$ cat src/cbd_pkg.sv
package cbd_pkg;

    // Field widths of the channels
    localparam int CMD_W      = 2;
    localparam int DATA_W     = 8;
    localparam int RESULT_W   = 8;
    localparam int CFG_IDX_W  = 1;
    localparam int CFG_DATA_W = 6;

    // Register widths and reset values
    localparam int BC_W     = 5;
    localparam int DU_W     = 6;
    localparam int BC_RESET = 16;
    localparam int DU_RESET = 1;

    // Result queue depth; also bounds the number of items in flight
    localparam int OUT_QDEPTH = 4;

    typedef enum logic [CMD_W-1:0] {
        CMD_BIT   = 2'd0,
        CMD_BYTE  = 2'd1,
        CMD_CLEAR = 2'd2
    } cmd_t;

    typedef enum logic [CFG_IDX_W-1:0] {
        REG_BRANCH_COUNT = 1'b0,
        REG_DELAY_UNIT   = 1'b1
    } reg_idx_t;

    // One bit moved through a branch, as seen by the output stage
    typedef struct packed {
        logic vld;   // a bit went through a branch this cycle
        logic last;  // last bit of its item
        logic wide;  // item is a byte command
        logic pass;  // branch has zero length: bit passes straight through
        logic hit;   // branch delay line has wrapped, memory data is live
        logic din;   // bit pushed into the branch
    } step_t;

endpackage

$ cat src/cbd_pack.sv
module cbd_pack import cbd_pkg::*; (
    input  logic                clk,
    input  logic                rst_n,
    input  step_t               step,
    input  logic                rdata,
    input  logic                pop,
    output logic                valid,
    output logic [RESULT_W-1:0] result
);

    localparam int QA_W = (OUT_QDEPTH > 1) ? $clog2(OUT_QDEPTH) : 1;
    localparam int QC_W = $clog2(OUT_QDEPTH + 1);

    logic [RESULT_W-1:0] q_reg [OUT_QDEPTH];
    logic [QA_W-1:0]     wptr_reg, wptr_next, rptr_reg, rptr_next;
    logic [QC_W-1:0]     cnt_reg, cnt_next;
    logic [6:0]          acc_reg;
    logic                out_bit, push;
    logic [RESULT_W-1:0] push_val;

    // Bit out of the branch: live memory data only once the line has wrapped
    assign out_bit  = step.pass ? step.din : (step.hit & rdata);
    assign push     = step.vld && step.last;
    assign push_val = step.wide ? {acc_reg, out_bit} : {7'b0, out_bit};

    // Queue pointers
    always_comb
    begin
        wptr_next = wptr_reg;
        rptr_next = rptr_reg;
        cnt_next  = cnt_reg;
        if (push)
            wptr_next = (32'(wptr_reg) == OUT_QDEPTH - 1) ? '0 : wptr_reg + QA_W'(1);
        if (pop)
            rptr_next = (32'(rptr_reg) == OUT_QDEPTH - 1) ? '0 : rptr_reg + QA_W'(1);
        if (push && !pop)
            cnt_next = cnt_reg + QC_W'(1);
        else if (!push && pop)
            cnt_next = cnt_reg - QC_W'(1);
    end

    always_ff @(posedge clk or negedge rst_n)
    begin
        if (!rst_n)
        begin
            wptr_reg <= '0;
            rptr_reg <= '0;
            cnt_reg  <= '0;
        end
        else
        begin
            wptr_reg <= wptr_next;
            rptr_reg <= rptr_next;
            cnt_reg  <= cnt_next;
        end
    end

    // Byte assembly and queue storage
    always_ff @(posedge clk)
    begin
        if (step.vld)
            acc_reg <= {acc_reg[5:0], out_bit};
        if (push)
            q_reg[wptr_reg] <= push_val;
    end

    assign valid  = (cnt_reg != '0);
    assign result = q_reg[rptr_reg];

endmodule

$ cat config.mk
export PLATFORM = sky130hd
export DESIGN_NAME = cbd_pack
export DESIGN_NICKNAME = d
export VERILOG_FILES = /design/src/cbd_pkg.sv /design/src/cbd_pack.sv
export SDC_FILE = /design/constraint.sdc
export NUM_CORES = 1
export LEC_CHECK = 0
export BUFFER_PORTS_ARGS = -buffer_cell sky130_fd_sc_hd__buf_2
export CORE_MARGIN = 5
export CORE_UTILIZATION = 51
export CTS_CLUSTER_DIAMETER = 50
export DETAILED_ROUTE_END_ITERATION = 6
export PLACE_DENSITY = 0.73
export SLEW_MARGIN = 20
export SYNTH_ARGS = -nofsm -noshare
export SYNTH_HDL_FRONTEND = slang
export SYNTH_SLANG_ARGS = --single-unit
$ cat constraint.sdc
create_clock -name clk -period 1.53 [get_ports clk]
set_clock_uncertainty 0.2 [all_clocks]
set_input_delay 0.0765 -clock clk [delete_from_list [all_inputs] [get_ports clk]]
set_output_delay 0.0765 -clock clk [all_outputs]
set_load 0.05 [all_outputs]
# After elaboration in Yosys (flattened, before gate mapping)
# Memories as Yosys holds them, arrays and structs flattened.
# Index checks and enable logic that the tools add are counted.
# word_totals
elab_cells,27
ramBits,32
rom_bits,0
regBits,14
input_bits,10
mem_count,1
latchBits,0
# op_classes
muxes,8
bitwise,1
n_shift,0
mul,0
addsub,4
n_eq_ne,2
reduce_logical,7
order_cmp,0
n_div,0
# mem_list
memory,words,word_bits,rd,rd_ports_with_merged_regs,wr,line,source
q_reg,4,8,1,0,1,cbd_pack.sv:14,logic [RESULT_W-1:0] q_reg [OUT_QDEPTH];
# ops
op,n
$mux 8,1
$mux 3,2
$add 2x1->2 const B,2
$eq 2x2->1 const B,2
$mux 2,2
$add 3x1->3 const B,1
$logic_and 1x1->1,3
$mux 1,3
$reduce_bool 3->1,1
$sub 3x1->3 const B,1
$logic_not 1->1,2
$reduce_bool 2->1,1
$and 1x1->1,1

# Logic depth before layout (Yosys ltp)
# logic_depth
word_depth,5
mapped_depth,8

# Worst setup path after synthesis
# No wires, ideal clock.
# synth_path
kind,reg2reg
from,register cnt_reg[0]
to,register cnt_reg[2]
t_arrival_ns,1.220
path_buffers,0
path_slack_ns,0.030
synth_period_minus_slack_ns,1.500
path_stages_with_launch,5
setup_ns,0.079
cell_sequence,dfrtp_1 -> fa_1 -> xor2_1 -> nor2_1 -> xor2_1
# synth_between
elab_chain_len,3
elab_cells_between_ends,4
classes_between,add/sub: 2; mux: 2
# synth_rtl
element,line,source
from (decl),cbd_pack.sv:16,"logic [QC_W-1:0] cnt_reg, cnt_next;"
from (signal assigned),cbd_pack.sv:54,cnt_reg <= cnt_next;
$sub 3x1->3,cbd_pack.sv:39,cnt_next = cnt_reg - QC_W'(1);
$mux 3,cbd_pack.sv:38,else if (!push && pop)
$mux 3 (*),cbd_pack.sv:36,if (push && !pop)
# Mark *: on every way between the ends. The rest lies on a longest branch, timed or not. The select of a mux whose other input is x is not followed.
# A chain may end at the register's enable or synchronous reset.

# Worst setup path after layout
# layout_path
from,register rptr_reg[0]
to,output result[1]
# layout_between
elab_chain_len,1
# layout_rtl
element,line,source
from (decl),cbd_pack.sv:15,"logic [QA_W-1:0] wptr_reg, wptr_next, rptr_reg, rptr_next;"
from (signal assigned),cbd_pack.sv:53,rptr_reg <= rptr_next;
$mem_v2 4x8,-,
to (decl),cbd_pack.sv:8,output logic [RESULT_W-1:0] result
# No other way between the ends.

==> out/results.txt <==
The run finished, with violations left. The run gives 2.259 mm as the HPWL reported at the end of detailed placement. For the global-route wire length before repair, the log shows 5.202 mm. Path class of the lowest-slack min-delay path: in2reg.

Synthesis handed over a netlist of 96 instances. The Yosys step of the flow raised 0 warnings. For the overall power of the completed layout, the log shows 0.004157 W. For the number of cells after detailed placement, the log shows 173. The H-tree depth is 2. The logs give 0.003416 mm^2 for the area of the core region and 14.41% for the overall routing resource usage. For the number of top-level design ports, the log shows 19. Using the TritonRoute via totals, the vias-per-cell ratio works out to 5.212. In this run the worst path has a maximum fanout of 3.

The tools report the post-synth net total as 113. Across the whole layout, storage elements account for 0.001348 mm^2. The total count of max-transition violations in the final report is 0, and the static leakage is 0.9437 nW.

For this run, the register share of the synthesized area comes to 73.30%. The filler cells instantiated in the layout total 227. The detailed router finished its first iteration with 72 violations.

The worst setup path is captured at an output pin. IR analysis of the VDD net gives a maximum drop of 0.9942 mV. Share of final-layout standard cells stronger than drive strength 1: 45.39%. The most critical setup path has its startpoint at rptr_reg[0]. Total die area: 0.004901 mm^2.

The start-to-end type of the worst setup path is reg2out. The cell area after layout was 0.002451 mm^2. Number of stages on the worst hold path: 3. Endpoint of the most critical register-to-register path: cnt_reg[2]. The mapped netlist covers 0.001837 mm^2.

The tools report the critical path endpoint as result[1]. After synthesis, the netlist uses 18 different library cells. Final critical delay including setup and external delays: 1.884 ns.

At the pin with the least slew margin, the transition time is 0.4483 ns. In this run the remaining antenna-violating nets after routing total 0. Input and output buffers added on the ports amount to 18. After detailed routing, the average wire length per cell comes to 16.85 um. The tools report the kind of launch point of the worst setup path as a register. The repair_antennas step left the layout with diodes totalling 0. The logs give 0 for the number of antenna violations at the first check in global routing and 21 for the number of rows in the core area. The total clock sinks is 46, and the final cell count without fillers is 198. Entering global routing, the biggest net connects 17 pins. The number of hold violations in the final report was 0. The number of remaining DRC errors is 0, and the setup slack on the worst flop-to-flop path is -0.13 ns. The run gives 1.25 ns as the required arrival time at the worst endpoint. The total overflow left after global routing is 0.

The share of the cycle needed by the critical path after routing is 123.1%. Setup repair after global routing could not meet its margin everywhere. The final critical-path setup slack was -0.3536 ns; the flip-flop count of the largest register, all copies and words added was 32.

The cell depth of the worst flop-to-flop path came out at 6. The logs give 0.7259 for the placer congestion estimate and 3.336 mm for the wire length after detailed routing. The via count of the first global-routing pass was 1,115; the clock slew at the register clock pins of the worst setup and hold paths was 0.13 ns. Power spread over the standard cell area amounts to 1696 mW/mm^2.

The routed layout has 1,032 vias. Hold timing on the final database bottoms out at a slack of 0.01999 ns. The area growth from synthesis to layout is 33.45%. The post-placement worst setup slack was -0.09910 ns; the worst path arrival time was 1.61 ns.

Summing all placed instances gives a cell area of 0.002093 mm^2. The checks that failed: setup timing. The floorplan step set the die height to 70.01 um.

Maximum root-to-sink buffer count: 2. The count of state elements after synthesis was 46. From left edge to right edge, the die measures 70.01 um.

TritonCTS built the clock tree. The tools report the number of maximum-capacitance violations as 0. The total setup violations reported at the end of the flow was 12; the footprint of the multi-input gates was 504.2 um^2.

In this run, CTS created clock tree buffers numbering 5. The initial utilization of the core area, before any placement, comes to 53.77%. The clock reaches the later pin of the worst-skew pair after 0.36 ns.

In this run the critical register-to-register path is launched from cnt_reg[0]. The net count of the finished layout is 168. Measured against its own limit, the worst slew margin works out to 69.80%. Clock tree root buffer cell: clkbuf_4. The post-synthesis area per instance came out at 19.13 um^2. The achievable clock frequency was 0.5309 GHz. The first detailed-routing pass took 4 iterations.
where the power goes:
group	internal [W]	switching (W)	total, W	leakage [nW]
Combinational	0.000939	0.000932	0.00187	0.470
Clock	0.000184	0.000394	0.000578	0.0278
Sequential	0.00155	0.000162	0.00171	0.446
layer usage:
metal,GRT usage (%),up-vias,part of all wire [%]
li1,-,476,-
met1,15.83,519,38
met2,24.76,27,54
met3,4.304,10,4.3
met4,8.085,0,3.1
met5,0,-,0
synthesized netlist by cell type:
library cell | number | area (um^2)
and2_1 | 7 | 43.79
and3_1 | 4 | 25.02
buf_2 | 1 | 5.000
buf_6 | 1 | 11.26
dfrtp_1 | 7 | 175.2
edfxtp_1 | 39 | 1171
fa_1 | 1 | 20.02
ha_1 | 6 | 75.07
inv_1 | 5 | 18.77
mux2_2 | 3 | 33.78
mux4_2 | 8 | 180.2
nand2_1 | 3 | 11.26
nand3_1 | 1 | 5.000
nor2_1 | 2 | 7.510
o21ai_0 | 3 | 15.01
or3_1 | 2 | 12.51
xnor2_1 | 1 | 8.760
xor2_1 | 2 | 17.52
how the worst min path moves through the flow:
stage / startpoint / to / slack, ns
after detailed placement: rst_n / wptr_reg[1] / -0.28
after global placement: rst_n / wptr_reg[0] / -0.29
after CTS: step[1] / q_reg[2][0] / 0.0003
after global routing: step[1] / q_reg[2][0] / 0.02
final: step[1] / acc_reg[0] / 0.02
after floorplan: rst_n / cnt_reg[0] / -0.42
placed cells by master (no fill, tap or decap), types with 2 or more instances in the layout:
| cell type | n |
|---|---|
| xor2_1 | 2 |
| and3_1 | 2 |
| and3_4 | 2 |
| clkbuf_4 | 5 |
| ha_4 | 2 |
| mux4_2 | 8 |
| and2_1 | 7 |
| clkinvlp_4 | 2 |
| nand2_1 | 3 |
| dfrtp_1 | 6 |
| buf_2 | 9 |
| o21ai_0 | 3 |
| ha_1 | 3 |
| edfxtp_1 | 39 |
| buf_4 | 12 |
| inv_1 | 3 |
| buf_6 | 17 |
| inv_2 | 2 |
| nor2_1 | 2 |
| mux2_2 | 2 |
| dlygate4sd3_1 | 10 |
cell families (layout without fill, tap and decap cells):
logic type / count (synthesis) / count (layout) / synth area share, %
XOR/XNOR: 3 / 3 / 1.431
multiplexers: 11 / 11 / 11.65
adder cells (fa/ha/maj): 7 / 7 / 5.177
AND/OR/NAND/NOR: 19 / 19 / 5.721
flip-flops: 46 / 46 / 73.30
buffers and inverters: 7 / 63 / 1.907
AO/OA/AOI/OAI: 3 / 3 / 0.8172
cell type report:
type	count	area share [%]
Multi-Input combinational cell	43	20.57
Sequential cell	46	54.98
Tap cell	46	2.348
Clock inverter	3	0.9699
Inverter	5	0.7657
Timing Repair Buffer	50	18.84
Clock buffer	5	1.531
repair_timing:
action | in CTS | in global routing
endpoints found under the hold margin | 52 | 12
gates resized for setup | 27 | 13
setup endpoints to repair | 11 | 38
hold buffers | 10 | 3
pin swaps | 5 | 3
setup buffers | 3 | 4
worst max-delay path, stage by stage, from the launching register on:
cell and delay, ns:
dfrtp_1 0.44, buf_6 0.15, mux4_2 0.50, buf_6 0.17
through the flow:
| step | setup TNS [ns] | utilization, % |
|---|---|---|
| 2_1_floorplan | 0 | - |
| 4_1_cts | -3.692 | 69.56 |
| 3_3_place_gp | -0.01658 | 61.28 |
| 6_report | -3.495 | 71.76 |
| 3_5_place_dp | -0.2049 | 61.28 |
| 5_1_grt | -4.329 | 71.76 |
No activity file was read; power rests on OpenSTA's default activity.
