===== src/cbd_pkg.sv =====
package cbd_pkg;

    // Field widths of the channels
    localparam int CMD_W      = 2;
    localparam int DATA_W     = 8;
    localparam int RESULT_W   = 8;
    localparam int CFG_IDX_W  = 1;
    localparam int CFG_DATA_W = 6;

    // Register widths and reset values
    localparam int BC_W     = 5;
    localparam int DU_W     = 6;
    localparam int BC_RESET = 16;
    localparam int DU_RESET = 1;

    // Result queue depth; also bounds the number of items in flight
    localparam int OUT_QDEPTH = 4;

    typedef enum logic [CMD_W-1:0] {
        CMD_BIT   = 2'd0,
        CMD_BYTE  = 2'd1,
        CMD_CLEAR = 2'd2
    } cmd_t;

    typedef enum logic [CFG_IDX_W-1:0] {
        REG_BRANCH_COUNT = 1'b0,
        REG_DELAY_UNIT   = 1'b1
    } reg_idx_t;

    // One bit moved through a branch, as seen by the output stage
    typedef struct packed {
        logic vld;   // a bit went through a branch this cycle
        logic last;  // last bit of its item
        logic wide;  // item is a byte command
        logic pass;  // branch has zero length: bit passes straight through
        logic hit;   // branch delay line has wrapped, memory data is live
        logic din;   // bit pushed into the branch
    } step_t;

endpackage


===== src/cbd_sched.sv =====
module cbd_sched import cbd_pkg::*; #(
    parameter int MAX_BRANCHES   = 16,
    parameter int MAX_DELAY_UNIT = 32,
    parameter int ADDR_W         = 12
) (
    input  logic                  clk,
    input  logic                  rst_n,
    input  logic                  req_valid,
    output logic                  req_ready,
    input  logic [CMD_W-1:0]      cmd,
    input  logic [DATA_W-1:0]     data,
    input  logic                  cfg_valid,
    input  logic [CFG_IDX_W-1:0]  cfg_index,
    input  logic [CFG_DATA_W-1:0] cfg_data,
    input  logic                  pop,
    output logic                  mem_en,
    output logic [ADDR_W-1:0]     mem_addr,
    output logic                  mem_wdata,
    output step_t                 step
);

    localparam int MAX_LEN = (MAX_BRANCHES - 1) * MAX_DELAY_UNIT;
    localparam int LEN_W   = (MAX_LEN > 0) ? $clog2(MAX_LEN + 1) : 1;
    localparam int IDX_W   = (MAX_BRANCHES > 1) ? $clog2(MAX_BRANCHES) : 1;
    localparam int BCNT_W  = $clog2(MAX_BRANCHES + 1);
    localparam int M_W     = $clog2(MAX_DELAY_UNIT + 1);
    localparam int PEND_W  = $clog2(OUT_QDEPTH + 1);

    logic [BC_W-1:0]   bc_reg, bc_next;
    logic [DU_W-1:0]   du_reg, du_next;
    logic [IDX_W-1:0]  comm_reg, comm_next;
    logic [ADDR_W-1:0] base_reg, base_next;
    logic [LEN_W-1:0]  len_reg, len_next;
    logic [LEN_W-1:0]  ptr_reg [MAX_BRANCHES];
    logic [LEN_W-1:0]  ptr_next [MAX_BRANCHES];
    logic [MAX_BRANCHES-1:0] hit_reg, hit_next;
    logic [2:0]        rem_reg, rem_next;
    logic [6:0]        sh_reg, sh_next;
    logic [PEND_W-1:0] pend_reg, pend_next;
    step_t             step_reg, step_next;

    logic [BCNT_W-1:0] b_eff;
    logic [M_W-1:0]    m_eff;
    logic [LEN_W-1:0]  bm1_ext, m_ext, full_len;
    logic [LEN_W-1:0]  len_cur, p, p_inc;
    logic [ADDR_W-1:0] base_cur;
    logic              acc, take_bit, take_byte, take_clear;
    logic              do_step, pass, wrap, push_bit, last_bit, comm_wrap;

    // Saturate the configured geometry
    always_comb
    begin
        if (bc_reg == '0)
            b_eff = BCNT_W'(1);
        else if (32'(bc_reg) > MAX_BRANCHES)
            b_eff = BCNT_W'(MAX_BRANCHES);
        else
            b_eff = BCNT_W'(bc_reg);

        if (32'(du_reg) > MAX_DELAY_UNIT)
            m_eff = M_W'(MAX_DELAY_UNIT);
        else
            m_eff = M_W'(du_reg);
    end

    // Length of branch 0; later branches are stepped down by M
    assign bm1_ext  = LEN_W'(b_eff - BCNT_W'(1));
    assign m_ext    = LEN_W'(m_eff);
    assign full_len = bm1_ext * m_ext;

    // Command decode
    assign acc = req_valid && req_ready;
    always_comb
    begin
        take_bit   = 1'b0;
        take_byte  = 1'b0;
        take_clear = 1'b0;
        unique case (cmd_t'(cmd))
            CMD_BIT:   take_bit   = acc;
            CMD_BYTE:  take_byte  = acc;
            CMD_CLEAR: take_clear = acc;
            default:   ;
        endcase
    end

    assign req_ready = (rem_reg == '0) && (pend_reg < PEND_W'(OUT_QDEPTH));
    assign do_step   = take_bit || take_byte || (rem_reg != '0);
    assign last_bit  = take_bit || (rem_reg == 3'd1);

    // Bit for this step: first bit straight from the item, the rest from the shifter
    always_comb
    begin
        priority if (take_bit)
            push_bit = data[0];
        else if (take_byte)
            push_bit = data[7];
        else
            push_bit = sh_reg[6];
    end

    // Current branch geometry
    assign len_cur   = (comm_reg == '0) ? full_len : len_reg;
    assign base_cur  = (comm_reg == '0) ? '0 : base_reg;
    assign p         = ptr_reg[comm_reg];
    assign p_inc     = p + LEN_W'(1);
    assign wrap      = (p_inc == len_cur);
    assign pass      = (len_cur == '0);
    assign comm_wrap = (BCNT_W'(comm_reg) + BCNT_W'(1) == b_eff);

    assign mem_en    = do_step && !pass;
    assign mem_addr  = base_cur + ADDR_W'(p);
    assign mem_wdata = push_bit;

    // Next state
    always_comb
    begin
        bc_next   = bc_reg;
        du_next   = du_reg;
        comm_next = comm_reg;
        base_next = base_reg;
        len_next  = len_reg;
        ptr_next  = ptr_reg;
        hit_next  = hit_reg;
        rem_next  = rem_reg;
        sh_next   = sh_reg;

        if (do_step)
        begin
            comm_next = comm_wrap ? '0 : comm_reg + IDX_W'(1);
            base_next = base_cur + ADDR_W'(len_cur);
            len_next  = len_cur - LEN_W'(m_eff);
            if (!pass)
            begin
                ptr_next[comm_reg] = wrap ? '0 : p_inc;
                if (wrap)
                    hit_next[comm_reg] = 1'b1;
            end
        end

        // Byte sequencing
        if (take_byte)
        begin
            rem_next = 3'd7;
            sh_next  = data[6:0];
        end
        else if (rem_reg != '0)
        begin
            rem_next = rem_reg - 3'd1;
            sh_next  = {sh_reg[5:0], 1'b0};
        end

        // Register writes store and then clear like the clear command
        if (cfg_valid)
        begin
            unique case (reg_idx_t'(cfg_index))
                REG_BRANCH_COUNT: bc_next = cfg_data[BC_W-1:0];
                REG_DELAY_UNIT:   du_next = cfg_data[DU_W-1:0];
            endcase
        end

        if (take_clear || cfg_valid)
        begin
            comm_next = '0;
            for (int k = 0; k < MAX_BRANCHES; k++)
                ptr_next[k] = '0;
            hit_next  = '0;
        end
    end

    // Outstanding results, bounded by the result queue
    always_comb
    begin
        pend_next = pend_reg;
        if ((take_bit || take_byte) && !pop)
            pend_next = pend_reg + PEND_W'(1);
        else if (!(take_bit || take_byte) && pop)
            pend_next = pend_reg - PEND_W'(1);
    end

    // Step record for the output stage, aligned with memory read data
    always_comb
    begin
        step_next.vld  = do_step;
        step_next.last = last_bit;
        step_next.wide = take_byte || (rem_reg != '0);
        step_next.pass = pass;
        step_next.hit  = hit_reg[comm_reg];
        step_next.din  = push_bit;
    end

    always_ff @(posedge clk or negedge rst_n)
    begin
        if (!rst_n)
        begin
            bc_reg   <= BC_W'(BC_RESET);
            du_reg   <= DU_W'(DU_RESET);
            comm_reg <= '0;
            base_reg <= '0;
            len_reg  <= '0;
            for (int k = 0; k < MAX_BRANCHES; k++)
                ptr_reg[k] <= '0;
            hit_reg  <= '0;
            rem_reg  <= '0;
            pend_reg <= '0;
            step_reg <= '0;
        end
        else
        begin
            bc_reg   <= bc_next;
            du_reg   <= du_next;
            comm_reg <= comm_next;
            base_reg <= base_next;
            len_reg  <= len_next;
            ptr_reg  <= ptr_next;
            hit_reg  <= hit_next;
            rem_reg  <= rem_next;
            pend_reg <= pend_next;
            step_reg <= step_next;
        end
    end

    // Shifter holds payload only
    always_ff @(posedge clk)
    begin
        sh_reg <= sh_next;
    end

    assign step = step_reg;

endmodule


===== config.mk =====
export PLATFORM = sky130hd
export DESIGN_NAME = cbd_sched
export DESIGN_NICKNAME = d
export VERILOG_FILES = /design/src/cbd_pkg.sv /design/src/cbd_sched.sv
export SDC_FILE = /design/constraint.sdc
export NUM_CORES = 1
export LEC_CHECK = 0
export CORE_ASPECT_RATIO = 0.8
export CORE_MARGIN = 2
export CORE_UTILIZATION = 64
export CTS_BUF_LIST = sky130_fd_sc_hd__clkbuf_8
export CTS_CLUSTER_SIZE = 10
export DETAILED_ROUTE_END_ITERATION = 16
export DONT_BUFFER_PORTS = 1
export GPL_TIMING_DRIVEN = 0
export PLACE_DENSITY = 0.81
export REMOVE_ABC_BUFFERS = 1
export SYNTH_ARGS = -nofsm -noshare
export SYNTH_HDL_FRONTEND = slang
export SYNTH_SLANG_ARGS = --single-unit
export TNS_END_PERCENT = 1

===== constraint.sdc =====
create_clock -name clk -period 8.8 [get_ports clk]
set_input_delay 1.32 -clock clk [delete_from_list [all_inputs] [get_ports clk]]
set_output_delay 1.32 -clock clk [all_outputs]
set_load 0.02 [all_outputs]

Word level (Yosys, flattened, before mapping). Cells that the tools add are included.

Register bits: 215. Input port bits: 22. Output and inout port bits: 21. Word-level logic and storage cells: 124.

Add/sub/neg operators: 10. Multiply operators: 1. Magnitude comparators: 7. Eq/ne operators: 6. Muxes and demuxes: 37. Bitwise logic cells: 3. Reduce and logical (&&, ||, !) cells: 29.

Operator list (count): 144-bit 2-to-1 mux (3); 144-bit bitwise mux (1); 16-bit 2-to-1 mux (4); 9-bit 2-to-1 mux (5); 9-bit binary-select mux with 4-bit select (1); 9-bit demux with 4-bit select (1); 12-bit by 9-bit adder with 12-bit output (2); 16-bit bitwise OR (1); 7-bit 2-to-1 mux (2); 12-bit 2-to-1 mux (1); 3-bit 2-to-1 mux (4); 4-bit 2-to-1 mux (3); 5-bit 2-to-1 mux (2); 9-bit by 1-bit adder with 9-bit output (second input constant) (1); 9-bit == test (1); 9-bit zero test (1); 6-bit by 7-bit multiplier with 9-bit output (1); 9-bit by 6-bit subtractor with 9-bit output (1); 2-bit nonzero test (4); 1-bit logical AND (7); 1-bit 2-to-1 mux (7); 6-bit > comparator (second input constant) (1); 6-bit 2-to-1 mux (1); 2-bit AND reduction (3); other kinds (28) (35).

Logic depth before layout (Yosys ltp). Gate-level depths: netlist of the first run.

Depth after elaboration: 12. Mapped depth: 29. Mapped depth without buffers: 26.

Least setup slack after synthesis of the first run. Ideal clock, no wire load.

Path kind: flip-flop to output port. Start point: register bc_reg[4]. End point: output port mem_en. Data arrival time: 5721 ps. Required time: 7480 ps. Setup slack: 1759 ps. Stages on the path, launching flop included: 24. Buffers on the path: 3. Cells stage by stage: dfstp_2 clkbuf_1 o21ba_2 clkbuf_1 inv_1 ha_1 nor4b_1 a21oi_1 or2_2 fa_1 inv_1 fa_1 inv_1 fa_1 inv_1 ha_1 ha_1 o21a_1 or3_1 a211o_1 nand3_1 clkbuf_1 o21ai_0 inv_1.

Cells in the longest elaborated chain, start to end: 9. Elaborated cells on any way between the ends: 10. Those cells by class: add/sub: 1; mul: 1; order compare: 1; mux: 3; reduce/logical: 4.

RTL lines: start: declaration (line cbd_sched.sv:29) `logic [BC_W-1:0] bc_reg, bc_next;`; start signal: assignment (line cbd_sched.sv:195) `bc_reg <= BC_W'(BC_RESET);`; start signal: assignment (line cbd_sched.sv:209) `bc_reg <= bc_next;`; 5-bit > comparator (line cbd_sched.sv:55) `else if (32'(bc_reg) > MAX_BRANCHES)`; 5-bit 2-to-1 mux (line cbd_sched.sv:55); 5-bit 2-to-1 mux (*) (line cbd_sched.sv:53) `if (bc_reg == '0)`; 5-bit by 1-bit subtractor with 6-bit output (*) (line cbd_sched.sv:67) `assign bm1_ext = LEN_W'(b_eff - BCNT_W'(1));`; 6-bit by 7-bit multiplier with 9-bit output (*) (line cbd_sched.sv:69) `assign full_len = bm1_ext * m_ext;`; 9-bit 2-to-1 mux (*) (line cbd_sched.sv:102) `assign len_cur = (comm_reg == '0) ? full_len : len_reg;`; 9-bit zero test (*) (line cbd_sched.sv:107) `assign pass = (len_cur == '0);`; 1-bit zero test (*); 1-bit logical AND (*) (line cbd_sched.sv:110) `assign mem_en = do_step && !pass;`; end: declaration (line cbd_sched.sv:16) `output logic mem_en,`.

Mark *: on every way between the ends. The rest lies on a longest branch, timed or not.

Worst setup path after layout of the first run.
Start point: register bc_reg[1]. End point: output port mem_en.

Same word-level chain as after synthesis.

==> run_results.csv, run 1 <==
group,metric,value,unit
synthesis,synth_top_area_cell,"dfrtp_1",
run_status,status,"finished clean",
detailed_routing,postRouteAntennaNets,0,
clock_tree,cts_buffers,36,
detailed_routing,drt-pass1-iter-count,5,
global_route,grt_pass1_vias,9556,
clock_tree,cts-root-buf,"clkbuf_8",
clock_tree,tritoncts,"done",
synthesis,synth_area_leaders,"dfrtp_1 (41%), mux4_2 (7.9%), nand3_1 (6.1%), o31ai_1 (5.7%), ha_1 (4.9%)",
sta,finalSetupViolations,0,
final_layout,largest_register_ffs,144,
setup_path,crit_required,7480,ps
setup_path,crit_path_end_kind,"output pin",
floorplanning,die_y,129,um
setup_path,worstRegToRegCells,27,
detailed_routing,wl_per_cell,22.7,um
sta,period_needed,8420,ps
detailed_routing,via_count,9824,
sta,timing.final.max_slew_violations,0,
final_layout,drive_gt1_share,14.5,%
synthesis,synth_area_per_cell,10.6,um2
detailed_routing,met2_length,14.4,mm
sta,slew-limit-headroom,19.1,%
run,drv_cap,0,
final_layout,final_core_utilization,71.9,%
setup_path,critPathLaunchType,"flop",
synthesis,syn-cell-area,12600,um2
synthesis,yosysSeqAreaShare,43.1,%
power,total_power,4.34,mW
floorplanning,initial_utilization,65.7,%
clock_tree,postCtsResizedCells,0,
sta,finClkSkew,22.7,ps
setup_path,critical_path_class,"reg2out",
detailed_routing,top_layer,"met4",
floorplanning,core-area,19100,um2
detailed_routing,met1_length,14.0,mm
detailed_routing,drc,0,
power,power_density,315,nW/um2
place,gp_congestion,0.893,
synthesis,synth_common_cells,"dfrtp_1 (206), nand3_1 (153), o31ai_1 (96), inv_1 (68), clkbuf_1 (65)",
min_path,holdPathStages,2,
synthesis,synth_warnings,0,
clock_tree,clk_latency,540,ps
synthesis,synthFlopType,"dfrtp_1",
floorplanning,io_pins,43,
detailed_routing,wl_met3,2.96,mm
clock_tree,htreeDepth,2,
setup_path,cp.arrival,7100,ps
floorplanning,die-area,20800,um2
clock_tree,clkTransAtPathRegs,60,ps
synthesis,synthesis.instances,1185,
min_path,hp-class,"reg2reg",
floorplanning,die_w,161,um
global_route,gr-usage-all-layers,31.7,%
place,hpwl,20.6,mm
final_layout,insertedDiodeCount,0,
final_layout,area_delta_synth_final,9.44,%
power,power.leakage,5.96,nW
clock_tree,postCtsSetupRepairBufs,0,
detailed_routing,wl,32.2,mm
sta,rsz0062_at_grt,"false",
sta,hold_viol,0,
setup_path,critPathMaxFanout,16,
clock_tree,hold_buffers,0,
synthesis,synth_seq_cells,215,
power,ir_drop,0.000380,V
clock_tree,clock_path_buffers,3,
global_route,grt_pass1_wl,51.8,mm
sta,max_freq,119,MHz
detailed_routing,drt-initial-drc-count,1220,
synthesis,synth_cell_type_count,65,
synthesis,synth.most_common_cell,"dfrtp_1",
global_route,grt_max_degree,209,
synthesis,netlist.area_leader.share,41.0,%
synthesis,synth-edff-count,7,
final_layout,layout.nets,1231,
place,port_buffers,0,
sta,worst_slew_pin_slew,1210,ps
sta,fin_crit_sh,95.6,%
synthesis,async_flop_share,96.7,%
detailed_routing,vias_per_cell,6.91,
clock_tree,cts.sinks,215,
global_route,antenna_found_initial,0,
floorplanning,placementRows,45,
global_route,globalRouteOverflowTotal,0,
[cells in the final DEF, fill, tap and decap left out, types with 10 or more instances in the layout]
cell type,netlist,routed
xnor2_1,35,33
dfrtp_1,206,204
o21ai_0,19,19
o41ai_1,54,54
mux4_2,44,44
a21oi_1,35,35
nand2b_1,10,10
nor2b_1,11,11
o31ai_1,96,96
mux2i_1,13,13
inv_1,68,77
and2_1,10,10
fa_1,20,20
a22oi_1,13,13
ha_1,49,49
nand2_1,54,53
xor2_1,13,13
o2111ai_2,0,14
nor2_1,59,58
nand3_1,153,152
clkbuf_8,0,41
mux2_2,18,18
[layout make-up]
| class | count | area [um2] |
|---|---|---|
| inverter | 69 | 259 |
| fill | 1309 | 5370 |
| tap | 258 | 323 |
| multi-input combinational | 802 | 6620 |
| clock buffer | 41 | 564 |
| timing repair buffer | 16 | 358 |
| sequential | 215 | 5420 |
| clock inverter | 21 | 229 |
[kinds of logic (layout without fill, tap and decap cells)]
group                    count (synthesis)  after routing  share of synthesized area (%)
flip-flops                             215            215                           43.1
AND/OR/NAND/NOR                        327            327                           12.7
XOR/XNOR                                50             50                           3.74
buffers and inverters                  170            147                           5.54
adder cells (fa/ha/maj)                 69             69                           8.05
AO/OA/AOI/OAI                          277            277                           16.3
multiplexers                            75             75                           10.5
other                                    2              4                         0.0597
[routing by layer]
layer	vias up	global-route usage (%)
li1	4325	-
met1	4858	46.8
met2	567	47.5
met3	74	6.50
met4	0	11.4
met5	-	0
[per-stage QoR]
stage / worst slack (ps) / std cells / TNS [ps] / area [um2] / hold WS, ps
after floorplan: -1840 / 1086 / -209510 / 12200 / 430
after detailed placement: 838 / 1360 / 0 / 13000 / 456
final: 384 / 1422 / 0 / 13800 / 477
after global placement: -7870 / 1344 / -912780 / 12500 / 444
after global routing: 78.1 / 1422 / 0 / 13800 / 466
after CTS: 221 / 1422 / 0 / 13800 / 469
[report_power, final]
group,internal (mW),switching (mW)
Sequential,1.13,0.0891
Clock,0.577,0.425
Combinational,0.797,1.32
Total,2.51,1.83
[worst paths after layout]
check                            start     endpoint  slack [ps]
max                          bc_reg[1]       mem_en         380
min                        base_reg[0]  base_reg[0]         480
max reg2reg                  bc_reg[1]  ptr_reg[60]        1080
min reg2reg                base_reg[0]  base_reg[0]         480
max in group asynchronous        rst_n  ptr_reg[33]        7950
min in group asynchronous        rst_n  ptr_reg[54]         490
[worst max-delay path, cell delays in order, from the launching register on]
cell and delay [ps]:
dfrtp_1 460, nor3_1 210, o21ba_2 250, inv_1 90, ha_1 240, nor4b_1 150, a21oi_1 390, nor2_1 130
fa_1 520, inv_1 60, fa_1 520, fa_1 530, fa_1 590, inv_1 70, ha_1 300, a21o_1 180
a21oi_1 170, xnor2_1 120, mux2i_1 510, nand2_2 460, o21ai_0 400, inv_1 230
No activity file was read; power rests on OpenSTA's default activity.
==> run 2, diff against run 1 <==
--- a/config.mk
+++ b/config.mk
@@ -5,15 +5,15 @@
 export SDC_FILE = /design/constraint.sdc
 export NUM_CORES = 1
 export LEC_CHECK = 0
+export BUFFER_PORTS_ARGS = -buffer_cell sky130_fd_sc_hd__buf_2
 export CORE_ASPECT_RATIO = 0.8
 export CORE_MARGIN = 2
 export CORE_UTILIZATION = 64
 export CTS_BUF_LIST = sky130_fd_sc_hd__clkbuf_8
 export CTS_CLUSTER_SIZE = 10
 export DETAILED_ROUTE_END_ITERATION = 16
-export DONT_BUFFER_PORTS = 1
 export GPL_TIMING_DRIVEN = 0
-export PLACE_DENSITY = 0.81
+export PLACE_DENSITY = 0.83
 export REMOVE_ABC_BUFFERS = 1
 export SYNTH_ARGS = -nofsm -noshare
 export SYNTH_HDL_FRONTEND = slang
==> run_results.csv, run 2 (synthesis results as in run 1) <==
group,metric,value,unit
run_status,status,"finished clean",
clock_tree,clk_latency,560,ps
setup_path,critPathMaxFanout,16,
global_route,globalRouteOverflowTotal,0,
final_layout,insertedDiodeCount,0,
detailed_routing,wl_per_cell,22.1,um
min_path,hp-class,"reg2reg",
clock_tree,tritoncts,"done",
place,gp_congestion,0.943,
global_route,grt_pass1_wl,52.1,mm
final_layout,layout.cells.most_common,"dfrtp_1",
sta,finalSetupViolations,0,
floorplanning,die_y,129,um
setup_path,crit_path_top_delay_cell,"fa_1",
place,hpwl,21.1,mm
final_layout,drive_gt1_share,17.6,%
sta,timing.final.max_slew_violations,0,
sta,rsz0062_at_grt,"false",
sta,slew-limit-headroom,24.8,%
final_layout,area_delta_synth_final,10.8,%
clock_tree,hold_buffers,0,
global_route,grt_max_degree,119,
setup_path,crit_required,7480,ps
floorplanning,core-area,19100,um2
setup_path,crit_path_end_kind,"output pin",
clock_tree,postCtsSetupRepairBufs,0,
detailed_routing,postRouteAntennaNets,0,
floorplanning,die-area,20800,um2
final_layout,fill_cells,1301,
setup_path,critical_path_class,"reg2out",
place,placed_area,13200,um2
power,ir_drop,0.000305,V
clock_tree,cts-root-buf,"clkbuf_8",
setup_path,critPathLaunchType,"flop",
clock_tree,cts_buffers,36,
power,power_density,310,nW/um2
global_route,grt_pass1_vias,9691,
setup_path,cp.arrival,7110,ps
global_route,antenna_found_initial,0,
detailed_routing,drc,0,
power,total_power,4.32,mW
detailed_routing,drt-pass1-iter-count,6,
floorplanning,die_w,161,um
setup_path,cp_common_cell,"fa_1",
final_layout,mostFrequentLayoutCells,"dfrtp_1 (204), nand3_1 (152), o31ai_1 (96), inv_1 (77), nor2_1 (58)",
floorplanning,io_pins,43,
detailed_routing,drt-initial-drc-count,1097,
sta,finClkSkew,31.7,ps
setup_path,slowest_delay,590,ps
clock_tree,postCtsResizedCells,0,
floorplanning,placementRows,45,
sta,period_needed,8430,ps
sta,hold_viol,0,
detailed_routing,wl,32.4,mm
detailed_routing,via_count,10000,
setup_path,worstPathCellList,"nor3_1 -> o21ba_2 -> inv_1 -> ha_1 -> nor4b_1 -> a21oi_1 -> nor2_1 -> fa_1 -> inv_1 -> fa_1 -> fa_1 -> fa_1 -> fa_1 -> inv_1 -> mux2i_1 -> nand4_1 -> nor4_1 -> nand2_2 -> o21ai_0 -> inv_1 -> buf_2",
power,power.leakage,6.11,nW
final_layout,fin_area,13900,um2
detailed_routing,vias_per_cell,6.86,
final_layout,layout.nets,1274,
clock_tree,cts.sinks,215,
sta,fin_crit_sh,95.8,%
clock_tree,htreeDepth,2,
global_route,gr-usage-all-layers,31.9,%
clock_tree,clkTransAtPathRegs,70,ps
run,drv_cap,0,
floorplanning,initial_utilization,65.7,%
sta,worst_slew_pin_slew,1130,ps
clock_tree,clock_path_buffers,3,
final_layout,largest_register_ffs,144,
place,port_buffers,42,
sta,max_freq,119,MHz
## run 2: changes by cell type in the layout (fill, tap and decap cells not counted), sizes merged
cell      before  now
bufinv         5    1
clkbuf        41   42
inv           81   80
clkinvlp       0    2
clkinv         4    6
buf           16   59
## run 2: where the power goes
group	switching [mW]	total [mW]	leakage (nW)	internal (mW)
logic	1.36	2.19	2.83	0.832
registers	0.107	1.24	2.88	1.13
clock network	0.425	0.893	0.400	0.468
## run 2: worst max-delay path: cells and delay by family (launching register included)
family          cells  cell delay (ps)
fa+ha+maj           6             2900
simple gates        6             1320
compound gates      3             1020
buf+inv             5              520
flops               1              470
mux                 1              340
## run 2: worst paths after layout
kind,start,to,slack (ps),depth (start not counted)
max,bc_reg[1],mem_en,370,21
min,base_reg[1],base_reg[1],480,2
max reg2reg,bc_reg[1],ptr_reg[17],1140,23
min reg2reg,base_reg[1],base_reg[1],480,2
max in group asynchronous,rst_n,ptr_reg[3],6950,2
min in group asynchronous,rst_n,ptr_reg[45],820,1
## run 2: stage by stage
stage	TNS (ps)	instances	setup slack, ps	utilization [%]	hold slack [ps]
floorplan	-209510	1086	-1840	-	430
global placement	-927080	1386	-7890	66.3	447
detailed placement	0	1403	688	69.0	455
CTS	0	1465	37.9	72.7	472
global route	0	1465	100	72.8	495
finish	0	1465	369	72.8	480
## run 2: cell type report
cell class              count  area, um2  share of cell area, %
clock buffers              42        578                   4.15
clock inverters            20        128                  0.915
inverters                  69        259                   1.86
multi-input cells         802       6630                   47.5
flip-flops and latches    215       5420                   38.9
well taps                 258        323                   2.32
repair buffers             59        606                   4.34
## run 2: metal layers
layer	vias up	part of all wire [%]	global-route usage [%]
met2	584	45	47.3
met1	4938	42	46.5
met4	0	2.9	11.4
li1	4426	-	-
met5	-	0	0
met3	97	10	8.00
==> run 3, diff against run 2 <==
==> constraint.sdc (replaced) <==
create_clock -name clk -period 10.1 [get_ports clk]
set_input_delay 1.515 -clock clk [delete_from_list [all_inputs] [get_ports clk]]
set_output_delay 1.515 -clock clk [all_outputs]
set_load 0.02 [all_outputs]
==> run_results.csv, run 3 (synthesis results as in run 1) <==
group,metric,value,unit
run_status,status,"finished clean",
detailed_routing,postRouteAntennaNets,0,
sta,hold_viol,0,
detailed_routing,wl,32.3,mm
min_path,min_from,"base_reg[0]",
sta,fin_crit_sh,89.7,%
sta,finalSetupViolations,0,
detailed_routing,drt-initial-drc-count,1075,
setup_path,slowest_delay,700,ps
place,hpwl,21.1,mm
floorplanning,initial_utilization,65.7,%
run,drv_cap,0,
global_route,grt_pass1_wl,52.1,mm
min_path,hp-class,"reg2reg",
setup_path,worstPathCellList,"nor3_1 -> o21ba_2 -> inv_1 -> ha_1 -> nor4b_1 -> a21oi_1 -> nor2_1 -> fa_1 -> inv_1 -> fa_1 -> fa_1 -> fa_1 -> inv_1 -> ha_1 -> a21o_1 -> a21oi_1 -> xnor2_1 -> mux2i_1 -> nand2_1 -> o21ai_0 -> inv_1 -> buf_2",
sta,timing.final.max_slew_violations,0,
min_path,hold_path_end,"base_reg[0]",
final_layout,drive_gt1_share,17.4,%
setup_path,crit_required,8590,ps
global_route,gr-usage-all-layers,31.9,%
clock_tree,postCtsResizedCells,0,
final_layout,mostFrequentLayoutCells,"dfrtp_1 (204), nand3_1 (153), o31ai_1 (96), inv_1 (77), nor2_1 (58)",
final_layout,final_core_utilization,72.7,%
global_route,antenna_found_initial,0,
setup_path,crit_path_end_kind,"output pin",
sta,worst_slew_pin_slew,1160,ps
floorplanning,placementRows,45,
final_layout,insertedDiodeCount,0,
floorplanning,core-area,19100,um2
clock_tree,cts-root-buf,"clkbuf_8",
setup_path,worstRegToRegCells,23,
final_layout,largest_register_ffs,144,
clock_tree,postCtsSetupRepairBufs,0,
final_layout,layout.cells.most_common,"dfrtp_1",
global_route,grt_max_degree,119,
floorplanning,die_w,161,um
clock_tree,htreeDepth,2,
place,gp_congestion,0.943,
power,ir_drop,0.000265,V
detailed_routing,drc,0,
clock_tree,clock_path_buffers,3,
clock_tree,clk_latency,560,ps
detailed_routing,drt-pass1-iter-count,6,
power,p_sw,1.63,mW
power,switching_share,43.6,%
min_path,holdPathStages,2,
detailed_routing,via_count,10100,
setup_path,cp.arrival,7540,ps
power,power.leakage,6.11,nW
setup_path,critPathLaunchType,"flop",
setup_path,critical_path_class,"reg2out",
floorplanning,io_pins,43,
power,p_comb_share,50.4,%
clock_tree,cts_buffers,36,
sta,rsz0062_at_grt,"false",
setup_path,rrSetupSlack,2240,ps
final_layout,layout.nets,1274,
power,p_clk_share,20.8,%
global_route,globalRouteOverflowTotal,0,
global_route,grt_pass1_vias,9691,
setup_path,crit_path_top_delay_cell,"nand2_1",
clock_tree,hold_buffers,0,
power,power_density,269,nW/um2
detailed_routing,vias_per_cell,6.87,
sta,max_freq,110,MHz
clock_tree,clkTransAtPathRegs,60,ps
sta,hold_slack,473,ps
floorplanning,die_y,129,um
setup_path,critPathMaxFanout,16,
power,p_int,2.11,mW
power,pwr-share-seq,28.8,%
place,port_buffers,42,
clock_tree,tritoncts,"done",
clock_tree,cts.sinks,215,
sta,period_needed,9060,ps
floorplanning,die-area,20800,um2
setup_path,r2r_end,"ptr_reg[4]",
sta,finClkSkew,32.4,ps
sta,slew-limit-headroom,22.6,%
detailed_routing,wl_per_cell,22.1,um
final_layout,area_delta_synth_final,10.6,%
setup_path,regToRegStartpoint,"bc_reg[1]",
run 3: critical path: cells and delay by family, from the launching register on:
kind,cells,cell delay [ps]
adder cells (fa/ha/maj),6,2670
AND/OR/NAND/NOR,4,1190
buffers and inverters,5,540
AO/OA/AOI/OAI,5,1460
XOR/XNOR,1,120
multiplexers,1,540
flip-flops,1,470
run 3: layer usage:
metal	GRT usage (%)	wire length, um
met5	0	0
met2	47.3	14300
met3	8.00	3410
met1	46.5	13700
met4	11.4	958
run 3: worst max-delay path by stage:
stage | start | slack (ps) | endpoint
3_3_place_gp | req_valid | -6780 | ptr_reg[137]
5_1_grt | bc_reg[1] | 680 | mem_en
4_1_cts | bc_reg[1] | 1140 | mem_en
3_5_place_dp | bc_reg[1] | 1790 | mem_en
6_report | bc_reg[1] | 1040 | mem_en
2_1_floorplan | req_valid | -740 | ptr_reg[137]
run 3: power groups by stage:
stage	Clock [mW]	Combinational, mW	Sequential [mW]
floorplan	0	1.30	1.10
global placement	0	1.66	1.12
finish	0.778	1.88	1.08
CTS	0.784	1.85	1.08
global route	0.822	2.04	1.09
detailed placement	0	1.83	1.09
run 3: cell type report:
cell class | count | area (um2)
inverter | 69 | 259
fill | 1301 | 5220
tap | 258 | 323
timing repair buffer | 59 | 606
clock inverter | 20 | 128
clock buffer | 42 | 578
multi-input combinational | 802 | 6610
sequential | 215 | 5420
run 3: through the flow:
step	power, mW	cell area [um2]	instances	setup TNS, ps	setup slack, ps
after detailed placement	2.92	13200	1403	0	1790
after CTS	3.71	13900	1465	0	1140
final	3.74	13900	1465	0	1040
after floorplan	2.39	12200	1086	-46100	-736
after global routing	3.96	13900	1465	0	679
after global placement	2.78	12700	1386	-740920	-6780
